<file path="src/rtl/assert_macros.svh">
// Assertion macros used by the RTL module.
`ifndef ASSERT_MACROS_SVH
`define ASSERT_MACROS_SVH

// Clocked assertion, off while rst is high.
`define ASSERT_CLK(label, prop, msg) \
  label: assert property (@(posedge clk) disable iff (rst) (prop)) else $error(msg);

// Clocked implication, off while rst is high.
`define ASSERT_IMPL(label, ante, cons, msg) \
  label: assert property (@(posedge clk) disable iff (rst) (ante) |-> (cons)) else $error(msg);

// Clocked next-cycle implication, off while rst is high.
`define ASSERT_NEXT(label, ante, cons, msg) \
  label: assert property (@(posedge clk) disable iff (rst) (ante) |=> (cons)) else $error(msg);

`endif

</file>
<file path="src/rtl/pipw_pkg.sv">
// Package: widths, types and codes of the point-in-polygon winding block.
`default_nettype none

package pipw_pkg;

  localparam int COORD_BITS = 16;
  localparam int ACC_BITS   = 14;
  localparam int PADDR_BITS = 3;
  localparam int PDATA_BITS = 32;

  typedef logic signed [COORD_BITS-1:0] coord_t;
  typedef logic signed [ACC_BITS-1:0]   acc_t;
  typedef logic [1:0]                   quad_t;

  // Quadrants around the query point, counterclockwise from +x/+y.
  localparam quad_t QUAD_NE = 2'd0;
  localparam quad_t QUAD_NW = 2'd1;
  localparam quad_t QUAD_SW = 2'd2;
  localparam quad_t QUAD_SE = 2'd3;

  // Quadrant change along one edge, modulo four.
  typedef enum logic [1:0] {
    STEP_NONE = 2'd0,
    STEP_CCW  = 2'd1,
    STEP_DIAG = 2'd2,
    STEP_CW   = 2'd3
  } quad_step_t;

  // Register select, paddr[2].
  localparam logic REG_QUERY_X = 1'b0;
  localparam logic REG_QUERY_Y = 1'b1;

  localparam acc_t ACC_MAX = acc_t'((1 << (ACC_BITS - 1)) - 1);
  localparam acc_t ACC_MIN = acc_t'(-(1 << (ACC_BITS - 1)));

endpackage

`default_nettype wire

</file>
<file path="src/rtl/pipw_if.sv">
// Valid/ready channel interfaces for vertices and results.
`default_nettype none

interface pipw_vertex_if;
  logic                valid;
  logic                ready;
  pipw_pkg::coord_t    vertex_x;
  pipw_pkg::coord_t    vertex_y;
  logic                last_vertex;

  modport source (output valid, output vertex_x, output vertex_y, output last_vertex,
                  input ready);
  modport sink   (input valid, input vertex_x, input vertex_y, input last_vertex,
                  output ready);
endinterface

interface pipw_result_if;
  logic                valid;
  logic                ready;
  logic                inside_res;
  pipw_pkg::acc_t      winding_quarters;

  modport source (output valid, output inside_res, output winding_quarters, input ready);
  modport sink   (input valid, input inside_res, input winding_quarters, output ready);
endinterface

`default_nettype wire

</file>
<file path="src/rtl/point_in_polygon_quadrant_winding.sv">
// Output: a result becomes valid once the last vertex has passed the stage 1, stage 2 and result registers.
// Throughput: one vertex per cycle; stages advance while the result register is free.
// Pipeline: input stage (quadrant codes, four exact products), sum/sign stage,
// then the saturating accumulator feeding the result register.
// Reset: synchronous; clears query, polygon state, accumulator and all valid bits.
`default_nettype none

`include "assert_macros.svh"

module point_in_polygon_quadrant_winding (
  input  wire logic                             clk,
  input  wire logic                             rst,
  input  wire logic                             psel,
  input  wire logic                             penable,
  input  wire logic                             pwrite,
  input  wire logic [pipw_pkg::PADDR_BITS-1:0]  paddr,
  input  wire logic [pipw_pkg::PDATA_BITS-1:0]  pwdata,
  output logic      [pipw_pkg::PDATA_BITS-1:0]  prdata,
  output logic                                  pready,
  pipw_vertex_if.sink                           vertex,
  pipw_result_if.source                         result
);

  localparam int DIFF_BITS = pipw_pkg::COORD_BITS + 1;
  localparam int PROD_BITS = 2 * DIFF_BITS;
  localparam int SUM_BITS  = PROD_BITS + 1;

  typedef logic signed [DIFF_BITS-1:0] diff_t;
  typedef logic signed [PROD_BITS-1:0] prod_t;
  typedef logic signed [SUM_BITS-1:0]  sum_t;
  typedef logic signed [2:0]           delta_t;

  typedef struct packed {
    pipw_pkg::coord_t x;
    pipw_pkg::coord_t y;
    pipw_pkg::coord_t px;
    pipw_pkg::coord_t py;
    pipw_pkg::coord_t fx;
    pipw_pkg::coord_t fy;
    pipw_pkg::quad_t  q;
    pipw_pkg::quad_t  pq;
    logic             new_poly;
    logic             last;
  } s1_t;

  typedef struct packed {
    prod_t                a1;
    prod_t                b1;
    prod_t                a2;
    prod_t                b2;
    pipw_pkg::quad_step_t step1;
    pipw_pkg::quad_step_t step2;
    logic                 new_poly;
    logic                 last;
  } s2_t;

  function automatic pipw_pkg::quad_t quad_of(pipw_pkg::coord_t x, pipw_pkg::coord_t y,
                                              pipw_pkg::coord_t qx, pipw_pkg::coord_t qy);
    pipw_pkg::quad_t q;
    if (x < qx) begin
      q = (y < qy) ? pipw_pkg::QUAD_SW : pipw_pkg::QUAD_NW;
    end else begin
      q = (y < qy) ? pipw_pkg::QUAD_SE : pipw_pkg::QUAD_NE;
    end
    return q;
  endfunction

  function automatic delta_t step_delta(pipw_pkg::quad_step_t st, logic neg);
    delta_t d;
    case (st)
      pipw_pkg::STEP_CCW:  d = 3'sd1;
      pipw_pkg::STEP_CW:   d = -3'sd1;
      pipw_pkg::STEP_DIAG: d = neg ? -3'sd2 : 3'sd2;
      default:             d = 3'sd0;
    endcase
    return d;
  endfunction

  function automatic pipw_pkg::acc_t sat_add(pipw_pkg::acc_t a, delta_t d);
    logic signed [pipw_pkg::ACC_BITS:0] s;
    pipw_pkg::acc_t r;
    s = (pipw_pkg::ACC_BITS + 1)'(a) + (pipw_pkg::ACC_BITS + 1)'(d);
    if (s > (pipw_pkg::ACC_BITS + 1)'(pipw_pkg::ACC_MAX)) begin
      r = pipw_pkg::ACC_MAX;
    end else if (s < (pipw_pkg::ACC_BITS + 1)'(pipw_pkg::ACC_MIN)) begin
      r = pipw_pkg::ACC_MIN;
    end else begin
      r = s[pipw_pkg::ACC_BITS-1:0];
    end
    return r;
  endfunction

  // Configuration
  pipw_pkg::coord_t query_x;
  pipw_pkg::coord_t query_y;
  logic             cfg_write;

  assign pready    = 1'b1;
  assign cfg_write = psel && penable && pwrite && pready;
  assign prdata    = (paddr[2] == pipw_pkg::REG_QUERY_Y) ? pipw_pkg::PDATA_BITS'(query_y)
                                                         : pipw_pkg::PDATA_BITS'(query_x);

  always_ff @(posedge clk) begin
    if (rst) begin
      query_x <= '0;
      query_y <= '0;
    end else if (cfg_write) begin
      if (paddr[2] == pipw_pkg::REG_QUERY_X) begin
        query_x <= pwdata[pipw_pkg::COORD_BITS-1:0];
      end else begin
        query_y <= pwdata[pipw_pkg::COORD_BITS-1:0];
      end
    end
  end

  // Polygon state
  pipw_pkg::coord_t first_vx;
  pipw_pkg::coord_t first_vy;
  pipw_pkg::coord_t prev_vx;
  pipw_pkg::coord_t prev_vy;
  pipw_pkg::quad_t  prev_quadrant;
  logic             seen_first;

  // Pipeline
  s1_t              s1;
  s1_t              s1_next;
  logic             s1_valid;
  s2_t              s2;
  s2_t              s2_next;
  logic             s2_valid;
  pipw_pkg::acc_t   quarter_acc;
  pipw_pkg::acc_t   acc_next;
  logic             out_valid;
  logic             inside_res;
  pipw_pkg::acc_t   winding_quarters;

  logic             out_free;
  logic             s2_adv;
  logic             s1_adv;
  logic             in_xfer;
  pipw_pkg::quad_t  q_in;

  assign out_free = !out_valid || result.ready;
  assign s2_adv   = s2_valid && out_free;
  assign s1_adv   = s1_valid && (!s2_valid || out_free);
  assign vertex.ready = !s1_valid || s1_adv;
  assign in_xfer  = vertex.valid && vertex.ready;

  assign q_in = quad_of(vertex.vertex_x, vertex.vertex_y, query_x, query_y);

  always_comb begin
    s1_next.x        = vertex.vertex_x;
    s1_next.y        = vertex.vertex_y;
    s1_next.px       = prev_vx;
    s1_next.py       = prev_vy;
    s1_next.fx       = seen_first ? first_vx : vertex.vertex_x;
    s1_next.fy       = seen_first ? first_vy : vertex.vertex_y;
    s1_next.q        = q_in;
    s1_next.pq       = prev_quadrant;
    s1_next.new_poly = !seen_first;
    s1_next.last     = vertex.last_vertex;
  end

  always_ff @(posedge clk) begin
    if (rst) begin
      first_vx      <= '0;
      first_vy      <= '0;
      prev_vx       <= '0;
      prev_vy       <= '0;
      prev_quadrant <= pipw_pkg::QUAD_NE;
      seen_first    <= 1'b0;
      s1_valid      <= 1'b0;
    end else begin
      if (in_xfer) begin
        if (!seen_first) begin
          first_vx <= vertex.vertex_x;
          first_vy <= vertex.vertex_y;
        end
        prev_vx       <= vertex.vertex_x;
        prev_vy       <= vertex.vertex_y;
        prev_quadrant <= q_in;
        seen_first    <= !vertex.last_vertex;
      end
      if (vertex.ready) begin
        s1_valid <= vertex.valid;
      end
    end
  end

  always_ff @(posedge clk) begin
    if (in_xfer) begin
      s1 <= s1_next;
    end
  end

  // Stage 1: offsets from the query point and the cross-product terms.
  diff_t           dx_cur;
  diff_t           dy_cur;
  diff_t           dx_prev;
  diff_t           dy_prev;
  diff_t           dx_first;
  diff_t           dy_first;
  pipw_pkg::quad_t q_first;

  always_comb begin
    dx_cur   = DIFF_BITS'(s1.x)  - DIFF_BITS'(query_x);
    dy_cur   = DIFF_BITS'(s1.y)  - DIFF_BITS'(query_y);
    dx_prev  = DIFF_BITS'(s1.px) - DIFF_BITS'(query_x);
    dy_prev  = DIFF_BITS'(s1.py) - DIFF_BITS'(query_y);
    dx_first = DIFF_BITS'(s1.fx) - DIFF_BITS'(query_x);
    dy_first = DIFF_BITS'(s1.fy) - DIFF_BITS'(query_y);
    q_first  = quad_of(s1.fx, s1.fy, query_x, query_y);

    s2_next.a1       = PROD_BITS'(dy_cur) * PROD_BITS'(dx_prev);
    s2_next.b1       = -(PROD_BITS'(dx_cur) * PROD_BITS'(dy_prev));
    s2_next.a2       = PROD_BITS'(dy_first) * PROD_BITS'(dx_cur);
    s2_next.b2       = -(PROD_BITS'(dx_first) * PROD_BITS'(dy_cur));
    s2_next.step1    = s1.new_poly ? pipw_pkg::STEP_NONE : pipw_pkg::quad_step_t'(s1.q - s1.pq);
    s2_next.step2    = s1.last ? pipw_pkg::quad_step_t'(q_first - s1.q) : pipw_pkg::STEP_NONE;
    s2_next.new_poly = s1.new_poly;
    s2_next.last     = s1.last;
  end

  always_ff @(posedge clk) begin
    if (rst) begin
      s2_valid <= 1'b0;
    end else if (!s2_valid || out_free) begin
      s2_valid <= s1_valid;
    end
  end

  always_ff @(posedge clk) begin
    if (s1_adv) begin
      s2 <= s2_next;
    end
  end

  // Stage 2: sign of each cross product, then two saturating updates.
  sum_t           sum1;
  sum_t           sum2;
  pipw_pkg::acc_t acc_base;
  pipw_pkg::acc_t acc_mid;

  always_comb begin
    sum1     = SUM_BITS'(s2.a1) + SUM_BITS'(s2.b1);
    sum2     = SUM_BITS'(s2.a2) + SUM_BITS'(s2.b2);
    acc_base = s2.new_poly ? '0 : quarter_acc;
    acc_mid  = sat_add(acc_base, step_delta(s2.step1, sum1[SUM_BITS-1]));
    acc_next = sat_add(acc_mid, step_delta(s2.step2, sum2[SUM_BITS-1]));
  end

  always_ff @(posedge clk) begin
    if (rst) begin
      quarter_acc <= '0;
      out_valid   <= 1'b0;
    end else begin
      if (s2_adv) begin
        quarter_acc <= acc_next;
      end
      if (out_free) begin
        out_valid <= s2_valid && s2.last;
      end
    end
  end

  always_ff @(posedge clk) begin
    if (s2_adv && s2.last) begin
      winding_quarters <= acc_next;
      inside_res       <= (acc_next >= pipw_pkg::acc_t'(2)) ||
                          (acc_next <= pipw_pkg::acc_t'(-2));
    end
  end

  assign result.valid            = out_valid;
  assign result.inside_res       = inside_res;
  assign result.winding_quarters = winding_quarters;

  `ASSERT_CLK(a_result_from_last,
    !(out_valid && !$past(out_valid) && !$past(rst)) || $past(s2_valid && s2.last),
    "result appeared without a closing vertex in the last stage")
  `ASSERT_NEXT(a_last_ends_polygon, in_xfer && vertex.last_vertex, !seen_first,
    "polygon state not cleared after the last vertex")
  `ASSERT_NEXT(a_stage2_holds, s2_valid && !out_free,
    s2_valid && $stable(s2.step1) && $stable(s2.step2) && $stable(s2.last),
    "stage 2 changed while the result register was stalled")

endmodule

`default_nettype wire
</file>
<file path="src/flat_wrapper.sv">
// flat-port wrapper written by rule: the top's interface ports become plain ports
module point_in_polygon_quadrant_winding_flat 
  (clk, rst, psel, penable, pwrite, paddr, pwdata, prdata, pready, vertex_valid, vertex_vertex_x, vertex_vertex_y, vertex_last_vertex, vertex_ready, result_valid, result_inside_res, result_winding_quarters, result_ready);
  pipw_vertex_if vertex_i ();
  pipw_result_if result_i ();
  input  wire logic clk;
  input  wire logic rst;
  input  wire logic psel;
  input  wire logic penable;
  input  wire logic pwrite;
  input  wire logic [pipw_pkg::PADDR_BITS-1:0] paddr;
  input  wire logic [pipw_pkg::PDATA_BITS-1:0] pwdata;
  output logic      [pipw_pkg::PDATA_BITS-1:0] prdata;
  output logic pready;
  input wire logic [$bits(vertex_i.valid)-1:0] vertex_valid;
  input wire logic [$bits(vertex_i.vertex_x)-1:0] vertex_vertex_x;
  input wire logic [$bits(vertex_i.vertex_y)-1:0] vertex_vertex_y;
  input wire logic [$bits(vertex_i.last_vertex)-1:0] vertex_last_vertex;
  output wire logic [$bits(vertex_i.ready)-1:0] vertex_ready;
  output wire logic [$bits(result_i.valid)-1:0] result_valid;
  output wire logic [$bits(result_i.inside_res)-1:0] result_inside_res;
  output wire logic [$bits(result_i.winding_quarters)-1:0] result_winding_quarters;
  input wire logic [$bits(result_i.ready)-1:0] result_ready;
  assign vertex_i.valid = vertex_valid;
  assign vertex_i.vertex_x = vertex_vertex_x;
  assign vertex_i.vertex_y = vertex_vertex_y;
  assign vertex_i.last_vertex = vertex_last_vertex;
  assign vertex_ready = vertex_i.ready;
  assign result_valid = result_i.valid;
  assign result_inside_res = result_i.inside_res;
  assign result_winding_quarters = result_i.winding_quarters;
  assign result_i.ready = result_ready;
  point_in_polygon_quadrant_winding u_core (.clk(clk), .rst(rst), .psel(psel), .penable(penable), .pwrite(pwrite), .paddr(paddr), .pwdata(pwdata), .prdata(prdata), .pready(pready), .vertex(vertex_i), .result(result_i));
endmodule
</file>
<file path="config.mk">
export PLATFORM = sky130hd
export DESIGN_NAME = point_in_polygon_quadrant_winding_flat
export DESIGN_NICKNAME = d
export VERILOG_FILES = /design/src/rtl/pipw_pkg.sv /design/src/rtl/pipw_if.sv /design/src/rtl/point_in_polygon_quadrant_winding.sv /design/src/flat_wrapper.sv
export VERILOG_INCLUDE_DIRS = /design/src /design/src/rtl
export SDC_FILE = /design/constraint.sdc
export NUM_CORES = 2
export LEC_CHECK = 0
export ABC_AREA = 1
export BUFFER_PORTS_ARGS = -buffer_cell sky130_fd_sc_hd__buf_2
export CORE_UTILIZATION = 25
export DETAILED_ROUTE_END_ITERATION = 12
export GPL_ROUTABILITY_DRIVEN = 0
export RECOVER_POWER = 50
export SLEW_MARGIN = 20
export SYNTH_ARGS = -nofsm -noshare
export SYNTH_HDL_FRONTEND = slang
export SYNTH_SLANG_ARGS = --single-unit
</file>
<file path="constraint.sdc">
create_clock -name clk -period 9.6 [get_ports clk]
set_input_delay 1.44 -clock clk [delete_from_list [all_inputs] [get_ports clk]]
set_output_delay 1.44 -clock clk [all_outputs]
set_load 0.03 [all_outputs]
</file>
; Word-level counts from Yosys, hierarchy flattened
; Cells that the tools add are included.
[word_totals]
out_inout_bits = 50
ff_bits = 375
input_bits = 75
[classes]
addsub = 14
n_mul = 4
order_cmp = 10
eq_ne = 6
reduce_logical = 18
muxes = 18
n_bitwise = 1
[ops]
columns = cell, count
row1 = $mul 17x17->34, 4
row2 = $sub 16x16->17, 6
row3 = $add 34x34->35, 2
row4 = $mux 14, 5
row5 = $neg 34->34, 2
row6 = $lt 16x16->1, 4
row7 = $mux 16, 2
row8 = $mux 32, 1
row9 = $add 14x3->15, 2
row10 = $gt 15x14->1 const B, 2
row11 = $lt 15x14->1 const B, 2
row12 = $pmux 3 s3, 2
row13 = $ge 14x3->1 const B, 1
row14 = $le 14x2->1 const B, 1
row15 = $mux 2, 6
row16 = $eq 2x2->1 const B, 4
row17 = $logic_and 1x1->1, 7
row18 = $mux 3, 2
row19 = $logic_not 1->1, 5
row20 = $eq 2x1->1 const B, 2
row21 = $logic_or 1x1->1, 4
row22 = $reduce_and 2->1, 2
row23 = $sub 2x2->2, 2
row24 = $not 1->1, 1

; Longest topological paths before layout
[depth]
depth_word = 13
depth_mapped = 50
ltp_nobuf = 48

; Worst setup path before layout
; OpenSTA, ideal clock, no wires.
[synth_timing]
kind = register -> register
start = reg u_core.query_y[0]
end = reg u_core.s2[140] (netlist name), data pin
setup_slack_ns = 2.041
path_buffers = 1
stages_incl_launch_ff = 41
required_time_ns = 9.338
t_arrival_ns = 7.296
synth_period_minus_slack_ns = 7.559
path_cell_list = dfxtp_1 ha_1 inv_1 fa_1 a21o_1 a21oi_1 o21ai_1 a21oi_1 o21ai_1 a31o_2 nand2_1 nand2_1 inv_1 clkbuf_1 nand2_1 fa_1 inv_1 fa_1 [5 not listed] fa_1 inv_1 fa_1 ha_1 a21oi_1 o21ai_0 a21oi_1 inv_1 nand2_1 nand2_1 nand2_1 nand2_1 a21oi_1 o21ai_1 nand2_1 nand2_1 a21oi_1 xor2_1
[synth_lines]
columns = element, line
row1 = start: declaration, point_in_polygon_quadrant_winding.sv:95  ; pipw_pkg::coord_t query_y;
row2 = start signal: assignment, point_in_polygon_quadrant_winding.sv:111  ; query_y <= pwdata[pipw_pkg::COORD_BITS-1:0];
row3 = end signal: assignment, point_in_polygon_quadrant_winding.sv:234  ; s2 <= s2_next;
row4 = end: declaration, point_in_polygon_quadrant_winding.sv:128  ; s2_t s2;

==> impl_metrics.ini <==
[sta]
max_freq_mhz = 111.8
period_share_pct = 93.19
slew_violations = 417
rsz0062_at_grt = false
fin_crit_ps = 8946
whs_ps = 426.6
totalNegativeSetupSlack_ps = 0
clock_skew_ps = 50.63
worst_slew_pin_slew_ps = 3781
hold_viol = 0
slew-limit-headroom_pct = -152.1
setup_viol = 0

[synth]
ys_dominant_reg_cell = edfxtp_1
synth_area_per_cell_um2 = 8.895
ys_types = 62
yosys_warnings = 0
seq_area_frac_synth_pct = 16.01
syn_area_um2 = 63090
async_reset_ff_share_pct = 0
syn_nets = 8963
synth-seq-cells = 375
synth_top_cell_by_area = fa_1
synthTopCellsByArea = fa_1 (38%), edfxtp_1 (12%), ha_1 (12%)
synth_edf_count = 259
synth_cells = 7093
synth_top_area_share_pct = 37.57

[finish]
antenna_cells = 0
seq_area_um2 = 10100
multiInputGateArea_um2 = 46290
area_delta_synth_final_pct = 9.671
nets = 9026
drive_above_1_share_pct = 5.106
fillers = 26720

[setup_path]
slowest_stage = dfxtp_1
cp_max_fo = 11
required_ps = 9920
path_common_cell = nand2_1
startpoint_type = register
max_stage_delay_ps = 600
critPathCaptureType = register
critPathArrivalTime_ps = 9260
path_class = reg2reg

[job]
maxCapViolCount = 6

[floorplanning]
ioPinCount = 125
die_width_um = 504.4
rows = 184
fp.dieH_um = 504.4
start_util_pct = 25.12
dieArea_um2 = 254400
coreArea_um2 = 251200

[route]
dr.pass1.iters = 7
ant_nets = 0
routed_wirelength_um = 171600
vias = 46300
wl_met1_um = 79130
routedWlPerCell_um = 16.28
drc = 0
viasPerCell = 4.395
met3_wirelength_um = 10700
dr_wl_met2_um = 77380
routed.top_layer = met5
drt-initial-drc-count = 3089

[run_status]
status = finished with violations
violations = max-capacitance violations, max-slew violations

[cts]
post_cts_buffers = 0
clkSinkCount = 375
cts-htree-levels = 2
ctsHoldBuffers = 0
cts_max_path_buffers = 3
clk_latency_ps = 610
clk_pin_slew_worst_paths_ps = 70
post_cts_resized = 0
numCtsBuffers = 40
cts_tree = built
cts-root-buf = clkbuf_16

[grt]
grt_pass1_vias = 47230
grt_max_degree = 95
grt_pass1_wl_um = 270200
overflow = 0
antenna_found_initial = 5
grt_use_total_pct = 13.56

[placed_design]
hpwlAfterDp_um = 142900
io_buffers = 105

[hold_path]
min_path_type = reg2reg
-- cell type report --
| type | count | share of cell area, % |
|---|---|---|
| Multi-Input combinational cell | 4947 | 66.89 |
| Sequential cell | 375 | 14.60 |
| Inverter | 1547 | 8.395 |
| Tap cell | 3348 | 6.054 |
| Timing Repair Buffer | 245 | 2.150 |
| Clock buffer | 54 | 1.611 |
| Clock inverter | 19 | 0.3020 |
-- per-layer routing --
metal  global-route usage (%)  vias to the layer above
li1                         -                    21700
met1                    19.07                    23110
met2                    21.91                     1296
met3                    1.942                      199
met4                    3.033                        2
met5                        0                        -
-- placed cells by master, fill, tap and decap left out, types with 7 or more instances in the layout --
cell type / count
buf_4: 133
inv_2: 13
or2_2: 26
dfxtp_1: 116
clkinv_1: 20
a211oi_1: 8
nand2_4: 9
o21ai_1: 31
nor3_1: 31
buf_2: 55
a21oi_1: 361
nand2_2: 31
clkinv_2: 8
o21bai_1: 20
ha_1: 611
xnor2_1: 72
edfxtp_1: 259
xor2_1: 158
a21o_1: 15
o21ai_0: 242
inv_1: 1513
nor4_1: 7
nand4_1: 21
a31oi_1: 29
clkbuf_1: 64
nand3_1: 104
clkbuf_16: 40
xor2_2: 8
nor2_1: 831
o31ai_1: 7
fa_1: 1184
nand2_1: 1066
-- synthesized netlist by cell type (6+ instances only) --
library cell	n
a21oi_1	361
a21o_1	15
o21bai_1	20
clkinv_1	19
a211oi_1	8
xor2_1	165
clkbuf_1	183
nand2_4	9
buf_1	7
nand2_1	1067
buf_2	10
o31ai_1	7
nand3_1	104
o2111ai_1	6
o21ai_0	243
edfxtp_1	259
xnor2_1	74
inv_2	13
o211ai_1	6
a31oi_1	29
nor3_1	31
nor4_1	7
nand4_1	21
nand2_2	30
dfxtp_1	116
ha_1	611
or2_2	26
fa_1	1184
o21ai_1	30
buf_4	19
nor2_1	831
inv_1	1515
-- worst max-delay path: cells and delay by family, from the launching register on --
| family | cells | cell delay (ps) |
|---|---|---|
| buffers and inverters | 9 | 1030 |
| adder cells (fa/ha/maj) | 9 | 4160 |
| AND/OR/NAND/NOR | 12 | 1020 |
| XOR/XNOR | 2 | 280 |
| AO/OA/AOI/OAI | 10 | 1530 |
| flip-flops | 1 | 600 |
-- state kept, by name, summed over array words and instances, names as in the netlist --
register / cells
u_core.first_vx: 16
u_core.first_vy: 16
u_core.prev_quadrant: 2
u_core.prev_vx: 16
u_core.prev_vy: 16
u_core.quarter_acc: 14
u_core.query_x: 16
u_core.query_y: 16
u_core.result.inside_res: 1
u_core.result.valid: 1
u_core.result.winding_quarters: 14
u_core.s1: 102
u_core.s1_valid: 1
u_core.s2: 142
u_core.s2_valid: 1
u_core.seen_first: 1
-- final timing paths --
path	from	to	slack, ps	cells after the start
min	u_core.prev_quadrant[1]	u_core.s1[3]	430	0
max reg2reg	u_core.query_y[0]	u_core.s2[73]	650	42
min reg2reg	u_core.prev_quadrant[1]	u_core.s1[3]	430	0
max	u_core.query_y[0]	u_core.s2[73]	650	42
-- metrics by stage --
stage	instance area [um^2]	setup slack [ps]	cells	util, %
floorplan	63090	2041	7093	-
global placement	67970	717.0	10460	27.06
detailed placement	67970	651.5	10460	27.06
CTS	69290	622.0	10540	27.59
global route	69200	109.9	10540	27.55
finish	69200	654.1	10540	27.55
-- kinds of logic after synthesis --
family / share of synthesized area [%]
AND/OR/NAND/NOR: 13.66
adder cells (fa/ha/maj): 49.68
buffers and inverters: 10.74
AO/OA/AOI/OAI: 6.554
flip-flops: 16.01
XOR/XNOR: 3.343
other: 0.005943
Power is left out: the tool's default activity adds up to more than one toggle a clock period on the data nets, which glitch-free logic cannot reach.
